### src/design/run_length_block_splitter_macros.svh
// Assertion macros shared by the run-length block splitter RTL.
// Depends on nothing; included by the modules that carry assertions.
`ifndef RUN_LENGTH_BLOCK_SPLITTER_MACROS_SVH
`define RUN_LENGTH_BLOCK_SPLITTER_MACROS_SVH

// Property checked at every clock edge outside reset.
`define RLBS_ASSERT(lbl, clk, rstn, prop, msg) \
    lbl: assert property (@(posedge clk) disable iff (!rstn) (prop)) else $error(msg);

// Condition in one cycle implies a condition in the next.
`define RLBS_ASSERT_NEXT(lbl, clk, rstn, ante, cons, msg) \
    lbl: assert property (@(posedge clk) disable iff (!rstn) (ante) |=> (cons)) else $error(msg);

`endif

### src/design/rlbs_pkg.sv
// Package for the run-length block splitter: constants, codes, the job type
// passed from the front end to the back end, and the CRC and count helpers.
// Depends on nothing.
package rlbs_pkg;

    localparam int unsigned MAX_BLOCK_BYTES = 900000;
    localparam int unsigned LIMIT_MARGIN    = 19;
    localparam int unsigned LIMIT_CAP_I     = MAX_BLOCK_BYTES - LIMIT_MARGIN;
    localparam int unsigned LIMIT_RESET_I   = 899981;
    localparam int unsigned LIMIT_RESET_EFF_I =
        (LIMIT_RESET_I > LIMIT_CAP_I) ? LIMIT_CAP_I : LIMIT_RESET_I;

    localparam int FILL_W     = 20;
    localparam int CRC_W      = 32;
    localparam int BYTE_W     = 8;
    localparam int RUNLEN_W   = 8;
    localparam int COUNT_W    = 3;
    localparam int OUT_DATA_W = 64;
    localparam int OUT_PAD_W  = OUT_DATA_W - BYTE_W - CRC_W - FILL_W;

    localparam logic [FILL_W-1:0]   LIMIT_CAP       = FILL_W'(LIMIT_CAP_I);
    localparam logic [FILL_W-1:0]   LIMIT_RESET_EFF = FILL_W'(LIMIT_RESET_EFF_I);
    localparam logic [CRC_W-1:0]    CRC_POLY        = 32'h04C1_1DB7;
    localparam logic [CRC_W-1:0]    CRC_INIT        = 32'hFFFF_FFFF;
    localparam logic [RUNLEN_W-1:0] RUN_MAX         = 8'd255;
    localparam logic [RUNLEN_W-1:0] RUN_COPIES      = 8'd4;
    localparam logic [COUNT_W-1:0]  LONG_RUN_BYTES  = 3'd5;

    localparam int DEFAULT_QUEUE_DEPTH = 4;

    localparam logic CMD_DATA  = 1'b0;
    localparam logic CMD_FLUSH = 1'b1;
    localparam logic KIND_BYTE = 1'b0;
    localparam logic KIND_END  = 1'b1;

    // One queued job: an optional block end before the run bytes, the run
    // bytes, and an optional block end after them.
    typedef struct packed {
        logic                    close_first;
        logic                    close_last;
        logic [CRC_W-1:0]        end_crc;
        logic [FILL_W-1:0]       end_len;
        logic [BYTE_W-1:0]       run_chr;
        logic [RUNLEN_W-1:0]     run_len;
    } t_job;

    // One byte of CRC-32, MSB first.
    function automatic logic [CRC_W-1:0] f_crc_byte(input logic [CRC_W-1:0] crc,
                                                    input logic [BYTE_W-1:0] b);
        logic [CRC_W-1:0] c;
        c = crc ^ {b, 24'h0};
        for (int i = 0; i < 8; i++) begin
            c = c[CRC_W-1] ? ({c[CRC_W-2:0], 1'b0} ^ CRC_POLY) : {c[CRC_W-2:0], 1'b0};
        end
        return c;
    endfunction

    // Encoded bytes produced by a run: one to three pass through, longer runs
    // become four copies and a count byte.
    function automatic logic [COUNT_W-1:0] f_emit_count(input logic [RUNLEN_W-1:0] n);
        logic [COUNT_W-1:0] r;
        if (n >= RUN_COPIES) begin
            r = LONG_RUN_BYTES;
        end else begin
            r = COUNT_W'(n);
        end
        return r;
    endfunction

endpackage

### src/design/rlbs_front.sv
// Front end of the run-length block splitter: run tracking, block fill,
// block CRC and the limit register; turns each word into at most one queued job.
// Depends on rlbs_pkg.
module rlbs_front (
    input  logic                          i_clk,
    input  logic                          i_rst_n,
    input  logic                          i_cfg_we,
    input  logic [rlbs_pkg::FILL_W-1:0]   i_cfg_wdata,
    input  logic                          i_valid,
    output logic                          o_ready,
    input  logic                          i_command,
    input  logic [rlbs_pkg::BYTE_W-1:0]   i_byte,
    input  logic                          i_q_ready,
    output logic                          o_push,
    output rlbs_pkg::t_job                o_job
);
    import rlbs_pkg::*;

    logic [FILL_W-1:0]   r_limit;
    logic                r_open;
    logic [FILL_W-1:0]   r_fill,    n_fill;
    logic                r_run_vld, n_run_vld;
    logic [BYTE_W-1:0]   r_run_chr, n_run_chr;
    logic [RUNLEN_W-1:0] r_run_len, n_run_len;
    // r_crc is the committed block CRC, r_proj the same advanced over the
    // pending run, r_alt an all-ones start advanced over the pending run.
    logic [CRC_W-1:0]    r_crc,  n_crc;
    logic [CRC_W-1:0]    r_proj, n_proj;
    logic [CRC_W-1:0]    r_alt,  n_alt;
    logic                n_open;

    logic                accept;
    logic                lim_reached;
    logic                closing;
    logic [CRC_W-1:0]    b_crc, b_proj;
    logic [FILL_W-1:0]   b_fill;
    logic                extend;
    logic [RUNLEN_W-1:0] emit_len;
    logic [FILL_W-1:0]   fill_after;

    assign o_ready = i_q_ready;
    assign accept  = i_valid && i_q_ready;

    assign lim_reached = r_fill >= r_limit;
    assign closing     = !r_open || lim_reached;
    assign b_crc       = closing ? CRC_INIT : r_crc;
    // A run left pending across a block close is counted in the new block.
    assign b_proj      = closing ? r_alt : r_proj;
    assign b_fill      = closing ? '0 : r_fill;
    assign extend      = r_run_vld && (i_byte == r_run_chr) && (r_run_len != RUN_MAX);

    always_comb begin
        n_open    = r_open;
        n_fill    = r_fill;
        n_run_vld = r_run_vld;
        n_run_chr = r_run_chr;
        n_run_len = r_run_len;
        n_crc     = r_crc;
        n_proj    = r_proj;
        n_alt     = r_alt;
        emit_len  = '0;
        fill_after = '0;
        o_job     = '0;
        o_push    = 1'b0;
        if (i_command == CMD_DATA) begin
            emit_len  = extend ? '0 : r_run_len;
            fill_after = b_fill + FILL_W'(f_emit_count(emit_len));
            n_open    = 1'b1;
            n_fill    = fill_after;
            n_run_vld = 1'b1;
            n_run_chr = i_byte;
            n_run_len = extend ? (r_run_len + 8'd1) : 8'd1;
            n_crc     = extend ? b_crc : b_proj;
            n_proj    = f_crc_byte(b_proj, i_byte);
            n_alt     = f_crc_byte(extend ? r_alt : CRC_INIT, i_byte);
            o_job.close_first = r_open && lim_reached;
            o_job.close_last  = 1'b0;
            o_job.end_crc     = ~r_crc;
            o_job.end_len     = r_fill;
            o_job.run_chr     = r_run_chr;
            o_job.run_len     = emit_len;
            o_push = accept && (o_job.close_first || (emit_len != '0));
        end else begin
            emit_len   = r_run_len;
            fill_after = r_fill + FILL_W'(f_emit_count(emit_len));
            n_open    = 1'b0;
            n_fill    = '0;
            n_run_vld = 1'b0;
            n_run_chr = '0;
            n_run_len = '0;
            n_crc     = CRC_INIT;
            n_proj    = CRC_INIT;
            n_alt     = CRC_INIT;
            o_job.close_first = 1'b0;
            // An empty or unopened block gives no block end on flush.
            o_job.close_last  = r_open && (fill_after != '0);
            o_job.end_crc     = ~r_proj;
            o_job.end_len     = fill_after;
            o_job.run_chr     = r_run_chr;
            o_job.run_len     = emit_len;
            o_push = accept && (o_job.close_last || (emit_len != '0));
        end
    end

    always_ff @(posedge i_clk) begin
        if (!i_rst_n) begin
            r_limit   <= LIMIT_RESET_EFF;
            r_open    <= 1'b0;
            r_fill    <= '0;
            r_run_vld <= 1'b0;
            r_run_chr <= '0;
            r_run_len <= '0;
            r_crc     <= CRC_INIT;
            r_proj    <= CRC_INIT;
            r_alt     <= CRC_INIT;
        end else begin
            if (i_cfg_we) begin
                r_limit <= (i_cfg_wdata > LIMIT_CAP) ? LIMIT_CAP : i_cfg_wdata;
            end
            if (accept) begin
                r_open    <= n_open;
                r_fill    <= n_fill;
                r_run_vld <= n_run_vld;
                r_run_chr <= n_run_chr;
                r_run_len <= n_run_len;
                r_crc     <= n_crc;
                r_proj    <= n_proj;
                r_alt     <= n_alt;
            end
        end
    end

endmodule

### src/design/rlbs_queue.sv
// Job queue between the front end and the back end of the block splitter.
// Depends on rlbs_pkg.
module rlbs_queue #(
    parameter int DEPTH = rlbs_pkg::DEFAULT_QUEUE_DEPTH
) (
    input  logic           i_clk,
    input  logic           i_rst_n,
    input  logic           i_push,
    input  rlbs_pkg::t_job i_job,
    output logic           o_ready,
    output logic           o_valid,
    output rlbs_pkg::t_job o_job,
    input  logic           i_pop
);
    import rlbs_pkg::*;

    localparam int PTR_W = (DEPTH > 1) ? $clog2(DEPTH) : 1;
    localparam int CNT_W = $clog2(DEPTH + 1);
    localparam logic [PTR_W-1:0] PTR_LAST = PTR_W'(DEPTH - 1);
    localparam logic [CNT_W-1:0] CNT_FULL = CNT_W'(DEPTH);

    t_job             r_mem [DEPTH];
    logic [PTR_W-1:0] r_wr, n_wr;
    logic [PTR_W-1:0] r_rd, n_rd;
    logic [CNT_W-1:0] r_cnt, n_cnt;

    assign o_ready = r_cnt != CNT_FULL;
    assign o_valid = r_cnt != '0;
    assign o_job   = r_mem[r_rd];

    always_comb begin
        n_wr  = r_wr;
        n_rd  = r_rd;
        n_cnt = r_cnt;
        if (i_push) begin
            n_wr = (r_wr == PTR_LAST) ? '0 : (r_wr + 1'b1);
        end
        if (i_pop) begin
            n_rd = (r_rd == PTR_LAST) ? '0 : (r_rd + 1'b1);
        end
        if (i_push && !i_pop) begin
            n_cnt = r_cnt + 1'b1;
        end else if (i_pop && !i_push) begin
            n_cnt = r_cnt - 1'b1;
        end
    end

    always_ff @(posedge i_clk) begin
        if (i_push) begin
            r_mem[r_wr] <= i_job;
        end
    end

    always_ff @(posedge i_clk) begin
        if (!i_rst_n) begin
            r_wr  <= '0;
            r_rd  <= '0;
            r_cnt <= '0;
        end else begin
            r_wr  <= n_wr;
            r_rd  <= n_rd;
            r_cnt <= n_cnt;
        end
    end

endmodule

### src/design/rlbs_back.sv
// Back end of the block splitter: expands the job at the queue head into
// result words, one a cycle while the output is not stalled, through an output register.
// Depends on rlbs_pkg and run_length_block_splitter_macros.svh.
`include "run_length_block_splitter_macros.svh"

module rlbs_back (
    input  logic                              i_clk,
    input  logic                              i_rst_n,
    input  logic                              i_q_valid,
    input  rlbs_pkg::t_job                    i_job,
    output logic                              o_pop,
    output logic                              m_axis_tvalid,
    input  logic                              m_axis_tready,
    output logic [rlbs_pkg::OUT_DATA_W-1:0]   m_axis_tdata,
    output logic                              m_axis_tuser,
    output logic                              m_axis_tlast
);
    import rlbs_pkg::*;

    logic                  r_out_valid;
    logic [COUNT_W-1:0]    r_step, n_step;
    logic [BYTE_W-1:0]     r_byte, n_byte;
    logic [CRC_W-1:0]      r_crc,  n_crc;
    logic [FILL_W-1:0]     r_len,  n_len;
    logic                  r_kind, n_kind;
    logic                  r_last;

    logic [COUNT_W-1:0]    cnt;
    logic [COUNT_W-1:0]    total;
    logic [COUNT_W-1:0]    idx;
    logic                  is_close;
    logic                  is_last;
    logic                  load;

    assign cnt   = f_emit_count(i_job.run_len);
    assign total = cnt + COUNT_W'(i_job.close_first) + COUNT_W'(i_job.close_last);
    assign idx   = r_step - COUNT_W'(i_job.close_first);
    // Position zero of a job with a leading block end is that block end.
    assign is_close = (i_job.close_first && (r_step == '0)) || (idx >= cnt);
    assign is_last  = r_step == (total - 1'b1);
    assign load     = i_q_valid && (!r_out_valid || m_axis_tready);
    assign o_pop    = load && is_last;

    always_comb begin
        n_step = is_last ? '0 : (r_step + 1'b1);
        if (is_close) begin
            n_kind = KIND_END;
            n_byte = '0;
            n_crc  = i_job.end_crc;
            n_len  = i_job.end_len;
        end else begin
            n_kind = KIND_BYTE;
            // The fifth byte of a long run is its count.
            n_byte = (idx == COUNT_W'(RUN_COPIES)) ? (i_job.run_len - RUN_COPIES)
                                                   : i_job.run_chr;
            n_crc  = '0;
            n_len  = '0;
        end
    end

    always_ff @(posedge i_clk) begin
        if (!i_rst_n) begin
            r_out_valid <= 1'b0;
            r_step      <= '0;
        end else begin
            r_out_valid <= load || (r_out_valid && !m_axis_tready);
            if (load) begin
                r_step <= n_step;
            end
        end
    end

    always_ff @(posedge i_clk) begin
        if (load) begin
            r_kind <= n_kind;
            r_byte <= n_byte;
            r_crc  <= n_crc;
            r_len  <= n_len;
            r_last <= is_last;
        end
    end

    assign m_axis_tvalid = r_out_valid;
    assign m_axis_tdata  = {{OUT_PAD_W{1'b0}}, r_len, r_crc, r_byte};
    assign m_axis_tuser  = r_kind;
    assign m_axis_tlast  = r_last;

    `RLBS_ASSERT(a_idle_step, i_clk, i_rst_n, !i_q_valid |-> (r_step == '0), "idle step")
    `RLBS_ASSERT(a_step_range, i_clk, i_rst_n, i_q_valid |-> (r_step < total), "step overrun")
    `RLBS_ASSERT(a_job_nonempty, i_clk, i_rst_n, i_q_valid |-> (total != '0), "empty job")
    `RLBS_ASSERT_NEXT(a_pop_restarts, i_clk, i_rst_n, o_pop, r_step == '0, "step not rewound")

endmodule

### src/design/run_length_block_splitter.sv
// Top level of the run-length block splitter: front end, job queue, back end.
// Depends on rlbs_pkg, rlbs_front, rlbs_queue and rlbs_back.
//
//  channel   | direction | handshake            | payload (low bit first)
//  ----------+-----------+----------------------+----------------------------------
//  s_axis    | in        | tvalid/tready        | tuser: command; tdata: in_byte
//  m_axis    | out       | tvalid/tready, tlast | tuser: kind; tdata: out_byte,
//            |           |                      |   block_crc, block_length, 4 zeros
//  cfg       | in        | i_cfg_we             | i_cfg_wdata: block_limit
//
// The front end takes one word per cycle while the queue has room and updates
// run, fill and CRC in that cycle; each word becomes at most one job in the queue.
// The back end sends one result per cycle while m_axis_tready is high; up to
// six results come from one word.
// The queue (QUEUE_DEPTH jobs) lets the front keep accepting while the back
// is stalled or expanding a long job; s_axis_tready drops when it is full.
// Reset is synchronous; after it block_limit is 899981 and no block is open.
module run_length_block_splitter #(
    parameter int QUEUE_DEPTH = rlbs_pkg::DEFAULT_QUEUE_DEPTH
) (
    input  logic                              i_clk,
    input  logic                              i_rst_n,
    input  logic                              i_cfg_we,
    input  logic [rlbs_pkg::FILL_W-1:0]       i_cfg_wdata,
    input  logic                              s_axis_tvalid,
    output logic                              s_axis_tready,
    input  logic [rlbs_pkg::BYTE_W-1:0]       s_axis_tdata,  // in_byte
    input  logic                              s_axis_tuser,  // command
    output logic                              m_axis_tvalid,
    input  logic                              m_axis_tready,
    // out_byte [7:0], block_crc [39:8], block_length [59:40], zeros [63:60]
    output logic [rlbs_pkg::OUT_DATA_W-1:0]   m_axis_tdata,
    output logic                              m_axis_tuser,  // kind
    output logic                              m_axis_tlast
);
    import rlbs_pkg::*;

    logic q_ready;
    logic q_valid;
    logic push;
    logic pop;
    t_job push_job;
    t_job head_job;

    rlbs_front u_front (
        .i_clk       (i_clk),
        .i_rst_n     (i_rst_n),
        .i_cfg_we    (i_cfg_we),
        .i_cfg_wdata (i_cfg_wdata),
        .i_valid     (s_axis_tvalid),
        .o_ready     (s_axis_tready),
        .i_command   (s_axis_tuser),
        .i_byte      (s_axis_tdata),
        .i_q_ready   (q_ready),
        .o_push      (push),
        .o_job       (push_job)
    );

    rlbs_queue #(
        .DEPTH (QUEUE_DEPTH)
    ) u_queue (
        .i_clk   (i_clk),
        .i_rst_n (i_rst_n),
        .i_push  (push),
        .i_job   (push_job),
        .o_ready (q_ready),
        .o_valid (q_valid),
        .o_job   (head_job),
        .i_pop   (pop)
    );

    rlbs_back u_back (
        .i_clk         (i_clk),
        .i_rst_n       (i_rst_n),
        .i_q_valid     (q_valid),
        .i_job         (head_job),
        .o_pop         (pop),
        .m_axis_tvalid (m_axis_tvalid),
        .m_axis_tready (m_axis_tready),
        .m_axis_tdata  (m_axis_tdata),
        .m_axis_tuser  (m_axis_tuser),
        .m_axis_tlast  (m_axis_tlast)
    );

endmodule
### config.mk
export PLATFORM = sky130hd
export DESIGN_NAME = run_length_block_splitter
export DESIGN_NICKNAME = d
export VERILOG_FILES = /design/src/design/rlbs_pkg.sv /design/src/design/rlbs_front.sv /design/src/design/rlbs_queue.sv /design/src/design/rlbs_back.sv /design/src/design/run_length_block_splitter.sv
export VERILOG_INCLUDE_DIRS = /design/src /design/src/design
export SDC_FILE = /design/constraint.sdc
export NUM_CORES = 1
export LEC_CHECK = 0
export ABC_AREA = 0
export BUFFER_PORTS_ARGS = -buffer_cell sky130_fd_sc_hd__buf_2
export CAP_MARGIN = 20
export CORE_MARGIN = 4
export CORE_UTILIZATION = 40
export CTS_CLUSTER_SIZE = 30
export DETAILED_ROUTE_END_ITERATION = 7
export GPL_TIMING_DRIVEN = 0
export PLACE_DENSITY = 0.67
export SLEW_MARGIN = 15
export SYNTH_ARGS = -nofsm -noshare
export SYNTH_HDL_FRONTEND = slang
export SYNTH_SLANG_ARGS = --single-unit
### constraint.sdc
create_clock -name i_clk -period 14.3 [get_ports i_clk]
set_input_delay 2.86 -clock i_clk [delete_from_list [all_inputs] [get_ports i_clk]]
set_output_delay 2.86 -clock i_clk [all_outputs]
set_load 0.02 [all_outputs]
==> impl_metrics.tcl <==
set metrics [dict create \
    cp-end-kind "register" \
    fp.coreArea_um2 58000 \
    synthDistinctLibCells 70 \
    synth_mux_area_frac 0.0926 \
    postCtsSetupBuffers 0 \
    area_growth_pct 14.0 \
    clkLatencyLatePin_ns 0.61 \
    grt_pass1_vias 15200 \
    synth_edf_count 342 \
    rsz0062_at_grt "false" \
    synth-simple-area-share 0.109 \
    n_fill_cell 5217 \
    synth_most_common_cell "edfxtp_1" \
    drt_iter0_markers 1101 \
    synth_ff_type "edfxtp_1" \
    clock.fmax_mhz 146 \
    synthXorXnorAreaFrac 0.0827 \
    dpl.hpwl_um 43700 \
    avgSynthCellArea_um2 12.6 \
    synth_compound_area_frac 0.0818 \
    async_flop_share 0 \
    dieArea_um2 62800 \
    drt-total-wl_um 60600 \
    synth_top_area_cell "edfxtp_1" \
    placementRows 88 \
    relSlewSlack 0.284 \
    synth-seq-cells 508 \
    wl_per_cell_um 21.4 \
    netlist_area_um2 23500 \
    first_pass_iters 6 \
    drc 0 \
    fin_crit_sh 0.480 \
    cts_made_buffers 52 \
    cts_tree "yes" \
    clk_path_buf_depth 3 \
    grt_pass1_wl_um 93100 \
    nets 2104 \
    totalNegativeSetupSlack_ns 0 \
    critPathLaunchType "input port" \
    antenna_found_initial 0 \
    drv_slew 0 \
    finalSetupViolCount 0 \
    clkSlewWorstSetupHoldPaths_ns 0.06 \
    syn_inst 1867 \
    hold_viol_final 0 \
    fin_area_um2 26800 \
    fin_cells 2825 \
    yosysWarnings 0 \
    cp_data_arrival_time_ns 7.38 \
    synth_common_cells "342 x edfxtp_1, 174 x nand2_1, 166 x dfxtp_1" \
    numPlacedInstances 2730 \
    cts_resized 0 \
    synth_top_area_frac 0.436 \
    crit_fanout 10 \
    antenna_cells 0 \
    gp_congestion 0.891 \
    hold_slack_ns 0.472 \
    min_path_type "register to register" \
    htree_num_levels 2 \
    ir_drop_mv 0.0796 \
    skew_ns 0.0236 \
    synth.area.top_cells "edfxtp_1 44%, dfxtp_1 14%, mux4_2 6.7%" \
    cap_viol_max_count 0 \
    dpl_cell_area_um2 25100 \
    criticalPathCategory "input port to register" \
    overflow 0 \
    cts.sinks 508 \
    port_buffers 90 \
    yosysSeqAreaShare 0.577 \
    fp.dieH_um 251 \
    fin_crit_ns 6.86 \
    total_power_w 0.00361 \
    synth_top_family_by_area "simple AND/OR/NAND/NOR gates" \
    status "finished clean" \
    synth_fa_ha_area_frac 0.0278 \
    grt_max_degree 62 \
    drive_above_1_share 0.140 \
    power.density_nw_per_um2 135 \
    track_usage 0.190 \
    hold_buffers 0 \
    ant_nets 0 \
    die_w_um 251 \
    viasPerCell 5.39 \
    clock-root-buffer "clkbuf_16" \
    io_pins 102 \
    start_util 0.406 \
    cp.required_ns 14.83 \
    vias 15200 \
    worst_pin_slew_ns 1.07 \
    p_leak_nw 9.54 \
]
## worst paths after layout
check / start / end / slack (ns) / depth (start not counted)
max: s_axis_tdata[2] / u_queue.r_cnt[2] / 7.44 / 14
max reg2reg: register / u_queue.r_cnt[2] / 7.99 / 23
min reg2reg: u_front.r_crc[31] / u_front.r_crc[31] / 0.47 / 2
min: u_front.r_crc[31] / u_front.r_crc[31] / 0.47 / 2
## registers in the layout (all words and copies together) (netlist names), 8 cells and up, named ones only
register,cells
u_queue.r_mem,280
u_back.r_crc,32
u_front.r_alt,32
u_front.r_crc,32
u_front.r_proj,32
u_back.r_len,20
u_front.r_fill,20
u_front.r_limit,20
u_back.r_byte,8
u_front.r_run_chr,8
u_front.r_run_len,8
## power by group
part / leakage (nW) / internal (W) / switching, W
sequential: 4.61 / 0.00167 / 0.0000460
combinational: 4.09 / 0.000208 / 0.000331
clock: 0.844 / 0.000787 / 0.000573
total: 9.54 / 0.00266 / 0.000951
## cell usage in the layout (no fill, tap or decap), types with 11 or more instances in the layout
master,instances
mux4_2,70
xor2_1,52
clkbuf_1,101
nand4_1,24
edfxtp_1,342
buf_2,95
clkbuf_16,54
dfxtp_1,166
nor2_1,117
inv_1,50
xnor2_1,148
a21boi_0,14
o22a_1,21
buf_1,21
mux2i_1,57
nor2b_1,52
o22ai_1,67
nor3_1,26
and2_1,60
ha_1,46
nand2b_1,11
nand3_1,29
nand2_1,174
nor4_1,11
a21oi_1,50
o21ai_0,35
## stage by stage
step                      setup WS [ns]   util
after global routing               7.15  0.463
after CTS                          7.49  0.462
after detailed placement           6.86  0.433
after global placement             4.91  0.430
final                              7.44  0.463
after floorplan                    7.45      -
## cell type report
cell class                      instances  area, um2  share of cell area
Clock buffer                           67       1440              0.0537
Buffer                                123        490              0.0183
Tap cell                              765        957              0.0357
Timing Repair Buffer                   96        592              0.0221
Inverter                               51        194             0.00723
Sequential cell                       508      13600               0.506
Clock inverter                         27        277              0.0103
Multi-Input combinational cell       1188       9300               0.346
## critical path: stages
cell	delay (ns)
clkbuf_1	0.59
xnor2_1	0.14
o2111ai_1	0.35
or3_1	0.21
clkbuf_1	0.31
clkbuf_1	0.66
a21oi_1	0.19
a221oi_2	0.68
ha_1	0.31
inv_1	0.06
fa_1	0.37
xor2_1	0.18
or3_1	0.30
a21boi_0	0.16
## layer usage
metal  GRT usage  part of all wire  wire length (um)
met1       0.269              0.45             27200
met2       0.305              0.46             28100
met3      0.0324             0.060              3640
met4      0.0518             0.026              1600
met5           0                 0                 0
## kinds of logic after synthesis
logic type	count (synthesis)
fa+ha+maj	50
buf+inv	174
xor+xnor	211
mux	130
other cells	1
simple gates	533
compound gates	260
flops	508
Note: power is estimated with default switching activity, not from simulation.
